===== src/hw/rtl/poly_voice_allocator_assert.svh =====
`ifndef POLY_VOICE_ALLOCATOR_ASSERT_SVH
`define POLY_VOICE_ALLOCATOR_ASSERT_SVH

// same-cycle implication
`define PVA_ASSERT_IMPL(lbl, clk, rst, ante, cons) \
   lbl: assert property (@(posedge clk) disable iff (rst) (ante) |-> (cons)) \
      else $error("%m: assertion failed");

// next-cycle implication
`define PVA_ASSERT_NEXT(lbl, clk, rst, ante, cons) \
   lbl: assert property (@(posedge clk) disable iff (rst) (ante) |=> (cons)) \
      else $error("%m: assertion failed");

`endif


===== src/hw/rtl/pva_pkg.sv =====
package pva_pkg;

   localparam int VOICES_DEF = 16;
   localparam int CELLS      = 64;

   localparam int KIND_W  = 2;
   localparam int CELL_W  = 6;
   localparam int NOTE_W  = 7;
   localparam int AGE_W   = 64;
   localparam int RR_W    = 32;
   localparam int MP_W    = 5;
   localparam int MODE_W  = 3;
   localparam int VOICE_W = 4;
   localparam int GATE_W  = 16;

   localparam int CSR_IDX_W  = 2;
   localparam int CSR_DATA_W = 5;
   localparam int REQ_DATA_W = 16;
   localparam int REQ_USER_W = 2;
   localparam int RSP_DATA_W = 32;
   localparam int RSP_USER_W = 3;

   localparam logic [MP_W-1:0] MAX_POLY_RST = 5'd8;

   localparam logic [KIND_W-1:0] KIND_PRESS       = 2'd0;
   localparam logic [KIND_W-1:0] KIND_RELEASE     = 2'd1;
   localparam logic [KIND_W-1:0] KIND_RELEASE_ALL = 2'd2;

   localparam logic [MODE_W-1:0] MODE_OLDEST      = 3'd0;
   localparam logic [MODE_W-1:0] MODE_NEWEST      = 3'd1;
   localparam logic [MODE_W-1:0] MODE_LOWEST      = 3'd2;
   localparam logic [MODE_W-1:0] MODE_HIGHEST     = 3'd3;
   localparam logic [MODE_W-1:0] MODE_ROUND_ROBIN = 3'd4;

   localparam logic [CSR_IDX_W-1:0] REG_MAX_POLY   = 2'd0;
   localparam logic [CSR_IDX_W-1:0] REG_STEAL_MODE = 2'd1;

   typedef struct packed {
      logic clear;
      logic vld;
      logic first;
      logic hit;
      logic free;
      logic less;
      logic use_age;
   } scan_ctl_type;

   typedef struct packed {
      logic match_found;
      logic free_found;
   } scan_res_type;

endpackage


===== src/hw/rtl/pva_ram.sv =====
module pva_ram #(
   parameter int WIDTH = 8,
   parameter int DEPTH = 16,
   localparam int AW = (DEPTH > 1) ? $clog2(DEPTH) : 1
) (
   input  logic             clock,
   input  logic             wr_en,
   input  logic [AW-1:0]    wr_addr,
   input  logic [WIDTH-1:0] wr_data,
   input  logic             rd_en,
   input  logic [AW-1:0]    rd_addr,
   output logic [WIDTH-1:0] rd_data
);

   logic [WIDTH-1:0] mem_ff [DEPTH];
   logic [WIDTH-1:0] rd_data_ff;

   always_ff @(posedge clock) begin
      if (wr_en) begin
         mem_ff[wr_addr] <= wr_data;
      end
      if (rd_en) begin
         rd_data_ff <= mem_ff[rd_addr];
      end
   end

   assign rd_data = rd_data_ff;

endmodule


===== src/hw/rtl/pva_scan.sv =====
module pva_scan #(
   parameter int VOICES = pva_pkg::VOICES_DEF,
   localparam int IW = (VOICES > 1) ? $clog2(VOICES) : 1
) (
   input  logic                       clock,
   input  logic                       reset,
   input  pva_pkg::scan_ctl_type      ctl,
   input  logic [IW-1:0]              idx,
   input  logic [pva_pkg::NOTE_W-1:0] pitch,
   input  logic [pva_pkg::AGE_W-1:0]  age,
   output pva_pkg::scan_res_type      res,
   output logic [IW-1:0]              match_idx,
   output logic [IW-1:0]              free_idx,
   output logic [IW-1:0]              victim_idx
);
   import pva_pkg::*;

   scan_res_type     res_ff, res_in;
   logic [IW-1:0]    match_idx_ff, match_idx_in;
   logic [IW-1:0]    free_idx_ff, free_idx_in;
   logic [IW-1:0]    best_idx_ff, best_idx_in;
   logic [AGE_W-1:0] best_key_ff, best_key_in;
   logic [AGE_W-1:0] key;
   logic             better;

   always_comb begin
      key    = ctl.use_age ? age : AGE_W'(pitch);
      better = ctl.less ? (key < best_key_ff) : (key > best_key_ff);

      res_in       = res_ff;
      match_idx_in = match_idx_ff;
      free_idx_in  = free_idx_ff;
      best_idx_in  = best_idx_ff;
      best_key_in  = best_key_ff;

      if (ctl.clear) begin
         res_in = '0;
      end else if (ctl.vld) begin
         if (ctl.hit && !res_ff.match_found) begin
            res_in.match_found = 1'b1;
            match_idx_in       = idx;
         end
         if (ctl.free && !res_ff.free_found) begin
            res_in.free_found = 1'b1;
            free_idx_in       = idx;
         end
         if (ctl.first || better) begin
            best_idx_in = idx;
            best_key_in = key;
         end
      end
   end

   always_ff @(posedge clock) begin
      if (reset) begin
         res_ff <= '0;
      end else begin
         res_ff <= res_in;
      end
   end

   always_ff @(posedge clock) begin
      match_idx_ff <= match_idx_in;
      free_idx_ff  <= free_idx_in;
      best_idx_ff  <= best_idx_in;
      best_key_ff  <= best_key_in;
   end

   assign res        = res_ff;
   assign match_idx  = match_idx_ff;
   assign free_idx   = free_idx_ff;
   assign victim_idx = best_idx_ff;

endmodule


===== src/hw/rtl/pva_rem.sv =====
module pva_rem #(
   parameter int VOICES = pva_pkg::VOICES_DEF,
   localparam int PW = $clog2(VOICES + 1)
) (
   input  logic                     clock,
   input  logic                     reset,
   input  logic                     start,
   input  logic [pva_pkg::RR_W-1:0] dividend,
   input  logic [PW-1:0]            divisor,
   output logic                     done,
   output logic [PW-1:0]            rem
);
   import pva_pkg::*;

   localparam int CNT_W = $clog2(RR_W);
   localparam logic [CNT_W-1:0] CNT_LAST = CNT_W'(RR_W - 1);

   logic              busy_ff, busy_in;
   logic              done_ff, done_in;
   logic [CNT_W-1:0]  cnt_ff, cnt_in;
   logic [RR_W-1:0]   dvd_ff, dvd_in;
   logic [PW-1:0]     div_ff, div_in;
   logic [PW-1:0]     rem_ff, rem_in;
   logic [PW:0]       trial;

   always_comb begin
      busy_in = busy_ff;
      done_in = 1'b0;
      cnt_in  = cnt_ff;
      dvd_in  = dvd_ff;
      div_in  = div_ff;
      rem_in  = rem_ff;
      trial   = {rem_ff, dvd_ff[RR_W-1]};

      if (start && !busy_ff) begin
         busy_in = 1'b1;
         cnt_in  = '0;
         dvd_in  = dividend;
         div_in  = divisor;
         rem_in  = '0;
      end else if (busy_ff) begin
         if (trial >= {1'b0, div_ff}) begin
            rem_in = PW'(trial - {1'b0, div_ff});
         end else begin
            rem_in = trial[PW-1:0];
         end
         dvd_in = {dvd_ff[RR_W-2:0], 1'b0};
         cnt_in = cnt_ff + 1'b1;
         if (cnt_ff == CNT_LAST) begin
            busy_in = 1'b0;
            done_in = 1'b1;
         end
      end
   end

   always_ff @(posedge clock) begin
      if (reset) begin
         busy_ff <= 1'b0;
         done_ff <= 1'b0;
         cnt_ff  <= '0;
      end else begin
         busy_ff <= busy_in;
         done_ff <= done_in;
         cnt_ff  <= cnt_in;
      end
   end

   always_ff @(posedge clock) begin
      dvd_ff <= dvd_in;
      div_ff <= div_in;
      rem_ff <= rem_in;
   end

   assign done = done_ff;
   assign rem  = rem_ff;

endmodule


===== src/hw/rtl/poly_voice_allocator.sv =====
// Requests are handled one at a time: for each press or release of a valid cell the voice
// memory is read once per voice in use (poly) through its single read port.
// Reset (synchronous, active high) clears all gates, the age and round-robin
// counters and the registers (max_poly 8, oldest steal); the voice memory is not swept.
`include "poly_voice_allocator_assert.svh"

module poly_voice_allocator #(
   parameter int VOICES = pva_pkg::VOICES_DEF
) (
   input  logic                           clock,
   input  logic                           reset,
   input  logic                           req_tvalid,
   output logic                           req_tready,
   input  logic [pva_pkg::REQ_DATA_W-1:0] req_tdata,  // cell_req, note
   input  logic [pva_pkg::REQ_USER_W-1:0] req_tuser,  // kind
   output logic                           rsp_tvalid,
   input  logic                           rsp_tready,
   output logic [pva_pkg::RSP_DATA_W-1:0] rsp_tdata,  // voice, voice_note, gate_mask
   output logic [pva_pkg::RSP_USER_W-1:0] rsp_tuser,  // started, stolen, dropped
   input  logic                           csr_valid,
   output logic                           csr_ready,
   input  logic [pva_pkg::CSR_IDX_W-1:0]  csr_index,
   input  logic [pva_pkg::CSR_DATA_W-1:0] csr_data
);
   import pva_pkg::*;

   localparam int IW = (VOICES > 1) ? $clog2(VOICES) : 1;
   localparam int PW = $clog2(VOICES + 1);
   localparam int XW = (PW > MP_W) ? PW : MP_W;
   localparam int EW = CELL_W + NOTE_W + AGE_W;

   typedef enum logic [4:0] {
      ST_IDLE  = 5'b00001,
      ST_SCAN  = 5'b00010,
      ST_MOD   = 5'b00100,
      ST_WRITE = 5'b01000,
      ST_RESP  = 5'b10000
   } state_type;

   state_type         state_ff, state_in;
   logic [MP_W-1:0]   max_poly_ff, max_poly_in;
   logic [MODE_W-1:0] steal_mode_ff, steal_mode_in;
   logic [VOICES-1:0] active_ff, active_in;
   logic [AGE_W-1:0]  age_ff, age_in;
   logic [RR_W-1:0]   rr_ff, rr_in;
   logic [PW-1:0]     issue_ff, issue_in;
   logic              dv_ff, dv_in;
   logic              rsp_valid_ff, rsp_valid_in;

   logic [KIND_W-1:0]     kind_ff, kind_in;
   logic [CELL_W-1:0]     cell_ff, cell_in;
   logic [NOTE_W-1:0]     note_ff, note_in;
   logic [IW-1:0]         idx_ff, idx_in;
   logic [IW-1:0]         target_ff, target_in;
   logic                  started_ff, started_in;
   logic                  stolen_ff, stolen_in;
   logic                  dropped_ff, dropped_in;
   logic [RSP_DATA_W-1:0] rsp_data_ff, rsp_data_in;
   logic [RSP_USER_W-1:0] rsp_user_ff, rsp_user_in;

   logic [CELL_W-1:0] req_cell;
   logic [NOTE_W-1:0] req_note;
   logic              req_acc;
   logic              cell_ok;
   logic [XW-1:0]     mp_x;
   logic [PW-1:0]     poly;

   logic              rd_en;
   logic              wr_en;
   logic [EW-1:0]     wr_data;
   logic [EW-1:0]     rd_data;
   logic [CELL_W-1:0] rd_cell;
   logic [NOTE_W-1:0] rd_pitch;
   logic [AGE_W-1:0]  rd_age;
   logic              hit;

   scan_ctl_type  scan_ctl;
   scan_res_type  scan_res;
   logic [IW-1:0] match_idx;
   logic [IW-1:0] free_idx;
   logic [IW-1:0] victim_idx;

   logic          rem_start;
   logic          rem_done;
   logic [PW-1:0] rem_val;

   assign req_cell   = req_tdata[CELL_W-1:0];
   assign req_note   = req_tdata[CELL_W+NOTE_W-1:CELL_W];
   assign req_tready = (state_ff == ST_IDLE);
   assign req_acc    = req_tvalid && req_tready;
   assign cell_ok    = (int'(req_cell) < CELLS);
   assign csr_ready  = 1'b1;

   assign rd_cell  = rd_data[EW-1:NOTE_W+AGE_W];
   assign rd_pitch = rd_data[NOTE_W+AGE_W-1:AGE_W];
   assign rd_age   = rd_data[AGE_W-1:0];
   assign hit      = active_ff[idx_ff] && (rd_cell == cell_ff);

   always_comb begin
      mp_x = XW'(max_poly_ff);
      if (mp_x == '0) begin
         poly = PW'(1);
      end else if (mp_x > XW'(VOICES)) begin
         poly = PW'(VOICES);
      end else begin
         poly = PW'(mp_x);
      end
   end

   always_comb begin
      state_in      = state_ff;
      max_poly_in   = max_poly_ff;
      steal_mode_in = steal_mode_ff;
      active_in     = active_ff;
      age_in        = age_ff;
      rr_in         = rr_ff;
      issue_in      = issue_ff;
      dv_in         = 1'b0;
      rsp_valid_in  = rsp_valid_ff && !rsp_tready;
      kind_in       = kind_ff;
      cell_in       = cell_ff;
      note_in       = note_ff;
      idx_in        = idx_ff;
      target_in     = target_ff;
      started_in    = started_ff;
      stolen_in     = stolen_ff;
      dropped_in    = dropped_ff;
      rsp_data_in   = rsp_data_ff;
      rsp_user_in   = rsp_user_ff;
      rd_en         = 1'b0;
      wr_en         = 1'b0;
      wr_data       = {cell_ff, note_ff, age_ff + 1'b1};
      rem_start     = 1'b0;

      scan_ctl.clear   = 1'b0;
      scan_ctl.vld     = dv_ff && (kind_ff == KIND_PRESS);
      scan_ctl.first   = (idx_ff == '0);
      scan_ctl.hit     = hit;
      scan_ctl.free    = !active_ff[idx_ff];
      scan_ctl.less    = (steal_mode_ff == MODE_OLDEST) || (steal_mode_ff == MODE_LOWEST);
      scan_ctl.use_age = (steal_mode_ff == MODE_OLDEST) || (steal_mode_ff == MODE_NEWEST);

      if (csr_valid && csr_ready) begin
         unique case (csr_index)
            REG_MAX_POLY:   max_poly_in   = csr_data[MP_W-1:0];
            REG_STEAL_MODE: steal_mode_in = csr_data[MODE_W-1:0];
            default: ;
         endcase
      end

      unique case (state_ff)
         ST_IDLE: begin
            if (req_acc) begin
               kind_in        = req_tuser;
               cell_in        = req_cell;
               note_in        = req_note;
               target_in      = '0;
               started_in     = 1'b0;
               stolen_in      = 1'b0;
               dropped_in     = 1'b0;
               issue_in       = '0;
               scan_ctl.clear = 1'b1;
               priority if (((req_tuser == KIND_PRESS) || (req_tuser == KIND_RELEASE))
                            && cell_ok) begin
                  state_in = ST_SCAN;
               end else if (req_tuser == KIND_RELEASE_ALL) begin
                  active_in = '0;
                  state_in  = ST_RESP;
               end else begin
                  state_in = ST_RESP;
               end
            end
         end
         ST_SCAN: begin
            rd_en = (issue_ff < poly);
            dv_in = rd_en;
            if (rd_en) begin
               idx_in   = issue_ff[IW-1:0];
               issue_in = issue_ff + 1'b1;
            end
            if (dv_ff && (kind_ff == KIND_RELEASE) && hit) begin
               active_in[idx_ff] = 1'b0;
            end
            if (!rd_en && !dv_ff) begin
               if (kind_ff == KIND_RELEASE) begin
                  state_in = ST_RESP;
               end else begin
                  priority if (scan_res.match_found) begin
                     target_in = match_idx;
                     state_in  = ST_WRITE;
                  end else if (scan_res.free_found) begin
                     target_in = free_idx;
                     state_in  = ST_WRITE;
                  end else if (steal_mode_ff <= MODE_HIGHEST) begin
                     target_in = victim_idx;
                     stolen_in = 1'b1;
                     state_in  = ST_WRITE;
                  end else if (steal_mode_ff == MODE_ROUND_ROBIN) begin
                     rem_start = 1'b1;
                     stolen_in = 1'b1;
                     state_in  = ST_MOD;
                  end else begin
                     dropped_in = 1'b1;
                     state_in   = ST_RESP;
                  end
               end
            end
         end
         ST_MOD: begin
            if (rem_done) begin
               target_in = rem_val[IW-1:0];
               rr_in     = rr_ff + 1'b1;
               state_in  = ST_WRITE;
            end
         end
         ST_WRITE: begin
            wr_en                = 1'b1;
            age_in               = age_ff + 1'b1;
            active_in[target_ff] = 1'b1;
            started_in           = 1'b1;
            state_in             = ST_RESP;
         end
         ST_RESP: begin
            if (!rsp_valid_ff || rsp_tready) begin
               rsp_valid_in = 1'b1;
               rsp_data_in  = RSP_DATA_W'({GATE_W'(active_ff),
                                           started_ff ? note_ff : NOTE_W'(0),
                                           started_ff ? VOICE_W'(target_ff) : VOICE_W'(0)});
               rsp_user_in  = {dropped_ff, stolen_ff, started_ff};
               state_in     = ST_IDLE;
            end
         end
         default: state_in = ST_IDLE;
      endcase
   end

   always_ff @(posedge clock) begin
      if (reset) begin
         state_ff      <= ST_IDLE;
         max_poly_ff   <= MAX_POLY_RST;
         steal_mode_ff <= MODE_OLDEST;
         active_ff     <= '0;
         age_ff        <= '0;
         rr_ff         <= '0;
         issue_ff      <= '0;
         dv_ff         <= 1'b0;
         rsp_valid_ff  <= 1'b0;
      end else begin
         state_ff      <= state_in;
         max_poly_ff   <= max_poly_in;
         steal_mode_ff <= steal_mode_in;
         active_ff     <= active_in;
         age_ff        <= age_in;
         rr_ff         <= rr_in;
         issue_ff      <= issue_in;
         dv_ff         <= dv_in;
         rsp_valid_ff  <= rsp_valid_in;
      end
   end

   always_ff @(posedge clock) begin
      kind_ff     <= kind_in;
      cell_ff     <= cell_in;
      note_ff     <= note_in;
      idx_ff      <= idx_in;
      target_ff   <= target_in;
      started_ff  <= started_in;
      stolen_ff   <= stolen_in;
      dropped_ff  <= dropped_in;
      rsp_data_ff <= rsp_data_in;
      rsp_user_ff <= rsp_user_in;
   end

   assign rsp_tvalid = rsp_valid_ff;
   assign rsp_tdata  = rsp_data_ff;
   assign rsp_tuser  = rsp_user_ff;

   pva_ram #(
      .WIDTH (EW),
      .DEPTH (VOICES)
   ) u_ram (
      .clock   (clock),
      .wr_en   (wr_en),
      .wr_addr (target_ff),
      .wr_data (wr_data),
      .rd_en   (rd_en),
      .rd_addr (issue_ff[IW-1:0]),
      .rd_data (rd_data)
   );

   pva_scan #(
      .VOICES (VOICES)
   ) u_scan (
      .clock      (clock),
      .reset      (reset),
      .ctl        (scan_ctl),
      .idx        (idx_ff),
      .pitch      (rd_pitch),
      .age        (rd_age),
      .res        (scan_res),
      .match_idx  (match_idx),
      .free_idx   (free_idx),
      .victim_idx (victim_idx)
   );

   pva_rem #(
      .VOICES (VOICES)
   ) u_rem (
      .clock    (clock),
      .reset    (reset),
      .start    (rem_start),
      .dividend (rr_ff),
      .divisor  (poly),
      .done     (rem_done),
      .rem      (rem_val)
   );

   `PVA_ASSERT_NEXT(a_accept_busy, clock, reset, req_tvalid && req_tready, state_ff != ST_IDLE)
   `PVA_ASSERT_NEXT(a_write_gate, clock, reset, state_ff == ST_WRITE, active_ff[target_ff])
   `PVA_ASSERT_IMPL(a_target_range, clock, reset, state_ff == ST_WRITE, target_ff < poly)
   `PVA_ASSERT_IMPL(a_mod_mode, clock, reset, state_ff == ST_MOD, steal_mode_ff == MODE_ROUND_ROBIN)

endmodule

===== config.mk =====
export PLATFORM = sky130hd
export DESIGN_NAME = poly_voice_allocator
export DESIGN_NICKNAME = d
export VERILOG_FILES = /design/src/hw/rtl/pva_pkg.sv /design/src/hw/rtl/pva_ram.sv /design/src/hw/rtl/pva_scan.sv /design/src/hw/rtl/pva_rem.sv /design/src/hw/rtl/poly_voice_allocator.sv
export VERILOG_INCLUDE_DIRS = /design/src /design/src/hw/rtl
export SDC_FILE = /design/constraint.sdc
export NUM_CORES = 2
export LEC_CHECK = 0
export BUFFER_PORTS_ARGS = -buffer_cell sky130_fd_sc_hd__buf_2
export CORE_ASPECT_RATIO = 2
export CORE_MARGIN = 2
export CORE_UTILIZATION = 63
export CTS_CLUSTER_SIZE = 8
export DETAILED_ROUTE_END_ITERATION = 8
export HOLD_SLACK_MARGIN = 0.08
export PLACE_DENSITY = 0.79
export SLEW_MARGIN = 20
export SYNTH_ARGS = -nofsm -noshare
export SYNTH_HDL_FRONTEND = slang
export SYNTH_SLANG_ARGS = --single-unit

===== constraint.sdc =====
create_clock -name clock -period 9.3 [get_ports clock]
set_input_delay 0.93 -clock clock [delete_from_list [all_inputs] [get_ports clock]]
set_output_delay 0.93 -clock clock [all_outputs]
set_load 0.02 [all_outputs]

==> impl_metrics.yaml <==
timing:
  clock.fmax_mhz: 183
  rsz0062_at_grt: "no"
  drv_slew: 0
  setup_tns_ns: 0
  fin_crit_sh: 0.587
  hold_violations: 0
  period_minus_slack_ns: 5.46
  slew_headroom: 0.222
  finalSetupViolations: 0
  skew_ns: 0.0414
  worst_pin_slew_ns: 1.16
logic_synthesis:
  synth_adder_area_share: 0.0155
  netlist_area_um2: 64100
  ys_async_sr_fraction: 0
  yosys.area.top_type: "edfxtp_1"
  synth-main-ff-cell: "edfxtp_1"
  synth_edf_count: 1478
  yosysWarnings: 0
  synth_top_family_by_area: "multiplexers"
  syn-instance-count: 3318
  yosysSeqAreaShare: 0.738
  synth.distinct_cells: 72
  yosysTopAreaCellShare: 0.693
  muxShareOfSynthArea: 0.146
  synth-xor-area-share: 0.0208
  netlist_top_cells_area: "edfxtp_1, mux4_2, dfxtp_1, ha_1, xor2_1"
  avgSynthCellArea_um2: 19.3
  synth-compound-area-share: 0.0167
  ys_seq_elements: 1624
  synth_simple_gate_area_frac: 0.0486
setup_path:
  critPathMostFrequentCell: "buf_4"
  arrival_ns: 5.89
  critical_path_depth: 12
  crit_chain: "nor2_4 > buf_4 > and2_1 > ha_1 > a21o_1 > a21oi_1 > o221ai_1 > a2111o_1 > a211oi_1 > mux2i_1 > o21ai_4 > buf_4"
  startpoint_type: "flip-flop"
  path_class: "flip-flop to flip-flop"
  crit_buf_inv: 2
  r2r_slack_ns: 3.84
  r2r-start: "steal_mode_ff[2]"
  cp_slowest_stage_delay_ns: 0.80
  cp-end-kind: "flip-flop"
  path_delay_family: "compound AO/OA/AOI/OAI gates"
  cp_max_fo: 64
  ff2ff_path_depth: 12
  setup.worst_path.end: "u_scan.best_key_ff[31]"
  timing.critical_path.from: "steal_mode_ff[2]"
  rr_endpoint: "u_scan.best_key_ff[31]"
  slowest_stage: "buf_4"
  cp.required_ns: 9.73
cells_and_area:
  final_cell_mix: "edfxtp_1, mux4_2, clkbuf_16, nor2_1, dfxtp_1"
  n_antenna_cell: 0
  instances_no_fill: 5013
  syn2layout_area_growth_pct: 13.8
  final_nets: 3631
  drive_above_1_share: 0.242
  layout_commonest_cell: "edfxtp_1"
placed_design:
  gp_congestion: 0.905
  place_inst: 4632
  dp_hpwl_um: 78200
  portBuffers: 58
status:
  outcome: "complete, no violations"
power:
  p_leak_nw: 23.8
  p_per_area_nw_per_um2: 213
  ir_drop_mv: 0.225
floorplanning:
  ioPinCount: 68
  row_count: 165
  start_util: 0.635
  die_y_um: 455
  core-area_um2: 101000
  die_w_um: 230
  die_area_um2: 104000
min_path:
  holdCritPathClass: "primary input to flip-flop"
global_routing:
  antenna_found_initial: 4
  grt_pass1_wl_um: 231000
  overflow: 0
  grt_pass1_vias: 36100
  grt_max_degree: 107
  grt_usage: 0.308
detailed_routing:
  firstDrtPassIters: 6
  drc_errors: 0
  via_count: 33900
  via_per_inst: 6.76
  drtAntennaViolNets: 0
  drt-total-wl_um: 159000
  wl_per_cell_um: 31.6
  drt_iter0_markers: 4485
clock_network:
  cts_setup_buffers: 0
  postCtsHoldBufs: 0
  clkLatencyLatePin_ns: 0.84
  h-tree-depth: 4
  cts_inserted_buffers: 221
  cts.clk_slew.worst_paths_ns: 0.05
  cts.sinks: 1624
  root_buffer: "clkbuf_16"
  postCtsResizedCells: 0
  cts_tree: "yes"
  cts_buffer_depth: 3
job:
  drv_cap: 0
-- cells in the mapped netlist (3+ instances only) --
library cell,instances
nand2_1,107
inv_1,89
mux2i_1,13
dfxtp_1,146
a21o_1,4
nor4_4,3
or3_1,21
a22o_1,3
nand3b_1,4
o211ai_1,3
a22oi_1,4
buf_1,32
a211oi_1,3
xnor2_1,64
edfxtp_1,1478
or4_1,3
nor2_1,168
nor3_2,3
and4_1,6
o21ai_0,55
buf_4,9
nand3_1,58
or2_2,3
ha_1,78
nor3_1,40
and2_1,76
and3b_1,3
nand2b_1,5
xor2_1,88
o21a_1,6
and3_1,20
a31oi_1,6
nor4_1,10
mux2_2,37
nor2b_1,13
nand4_1,40
clkbuf_1,101
buf_2,6
a2111o_1,3
mux4_2,390
a21oi_1,77
-- layer usage --
metal / share of wire / wire length (um) / track usage / vias up
met5: 0.00017 / 27 / 0 / -
met4: 0.049 / 7800 / 0.160 / 4
met3: 0.086 / 13600 / 0.0603 / 495
met2: 0.53 / 83800 / 0.534 / 2183
met1: 0.34 / 53300 / 0.367 / 17600
li1: - / - / - / 13700
-- layout make-up --
class	count	area (um^2)
Inverter	89	334
Sequential cell	1624	47300
Timing Repair Buffer	125	898
Clock buffer	361	6060
Multi-Input combinational cell	1461	16400
Tap cell	1336	1670
Clock inverter	17	284
Fill cell	5517	28000
-- logic make-up after synthesis --
group                    count (synthesis)
AO/OA/AOI/OAI                          183
XOR/XNOR                               152
adder cells (fa/ha/maj)                 79
buffers and inverters                  237
flip-flops                            1624
multiplexers                           440
other                                    2
AND/OR/NAND/NOR                        601
-- state kept, by name, summed over array words and instances, names as in the netlist, 5 cells and up --
name / cells
u_ram.mem_ff: 1232
u_ram.rd_data: 77
age_ff: 64
u_scan.best_key_ff: 64
rr_ff: 32
u_rem.dvd_ff: 32
rsp_tdata: 27
active_ff: 16
note_ff: 7
cell_ff: 6
issue_ff: 5
max_poly_ff: 5
state_ff: 5
u_rem.cnt_ff: 5
u_rem.div_ff: 5
u_rem.rem: 5
-- worst register-to-register path, stage by stage (launching register included) --
cell and delay, ns:
dfxtp_1 0.38, nor2_4 0.12, buf_4 0.65, and2_1 0.34, ha_1 0.27, a21o_1 0.19
a21oi_1 0.15, o221ai_1 0.29, a2111o_1 0.60, a211oi_1 0.71, mux2i_1 0.26, o21ai_4 0.20
buf_4 0.80
-- through the flow --
step / utilization / power (mW) / instance area, um^2 / hold slack, ns / worst slack, ns
after CTS: 0.718 / 15.6 / 72500 / 0.235 / 4.03
final: 0.723 / 15.5 / 73000 / 0.285 / 3.84
after global routing: 0.723 / 15.9 / 73000 / 0.260 / 3.66
after floorplan: - / 8.18 / 64100 / 0.400 / 2.28
after detailed placement: 0.656 / 8.24 / 66200 / 0.410 / 4.08
after global placement: 0.655 / 8.24 / 66100 / 0.420 / 3.89
-- power by group --
part,total (mW),internal (mW),switching [mW]
clock,7.42,4.40,3.02
sequential,7.94,7.90,0.0351
combinational,0.170,0.0649,0.105
-- worst min-delay path by stage --
stage | depth (start not counted) | endpoint | from
after floorplan | 0 | rsp_tuser[1] | stolen_ff
after global placement | 0 | rsp_tuser[1] | stolen_ff
after detailed placement | 0 | rsp_tuser[2] | dropped_ff
after CTS | 1 | note_ff[6] | req_tdata[12]
after global routing | 1 | note_ff[6] | req_tdata[12]
final | 1 | note_ff[6] | req_tdata[12]
Note: power is estimated with default switching activity, not from simulation.
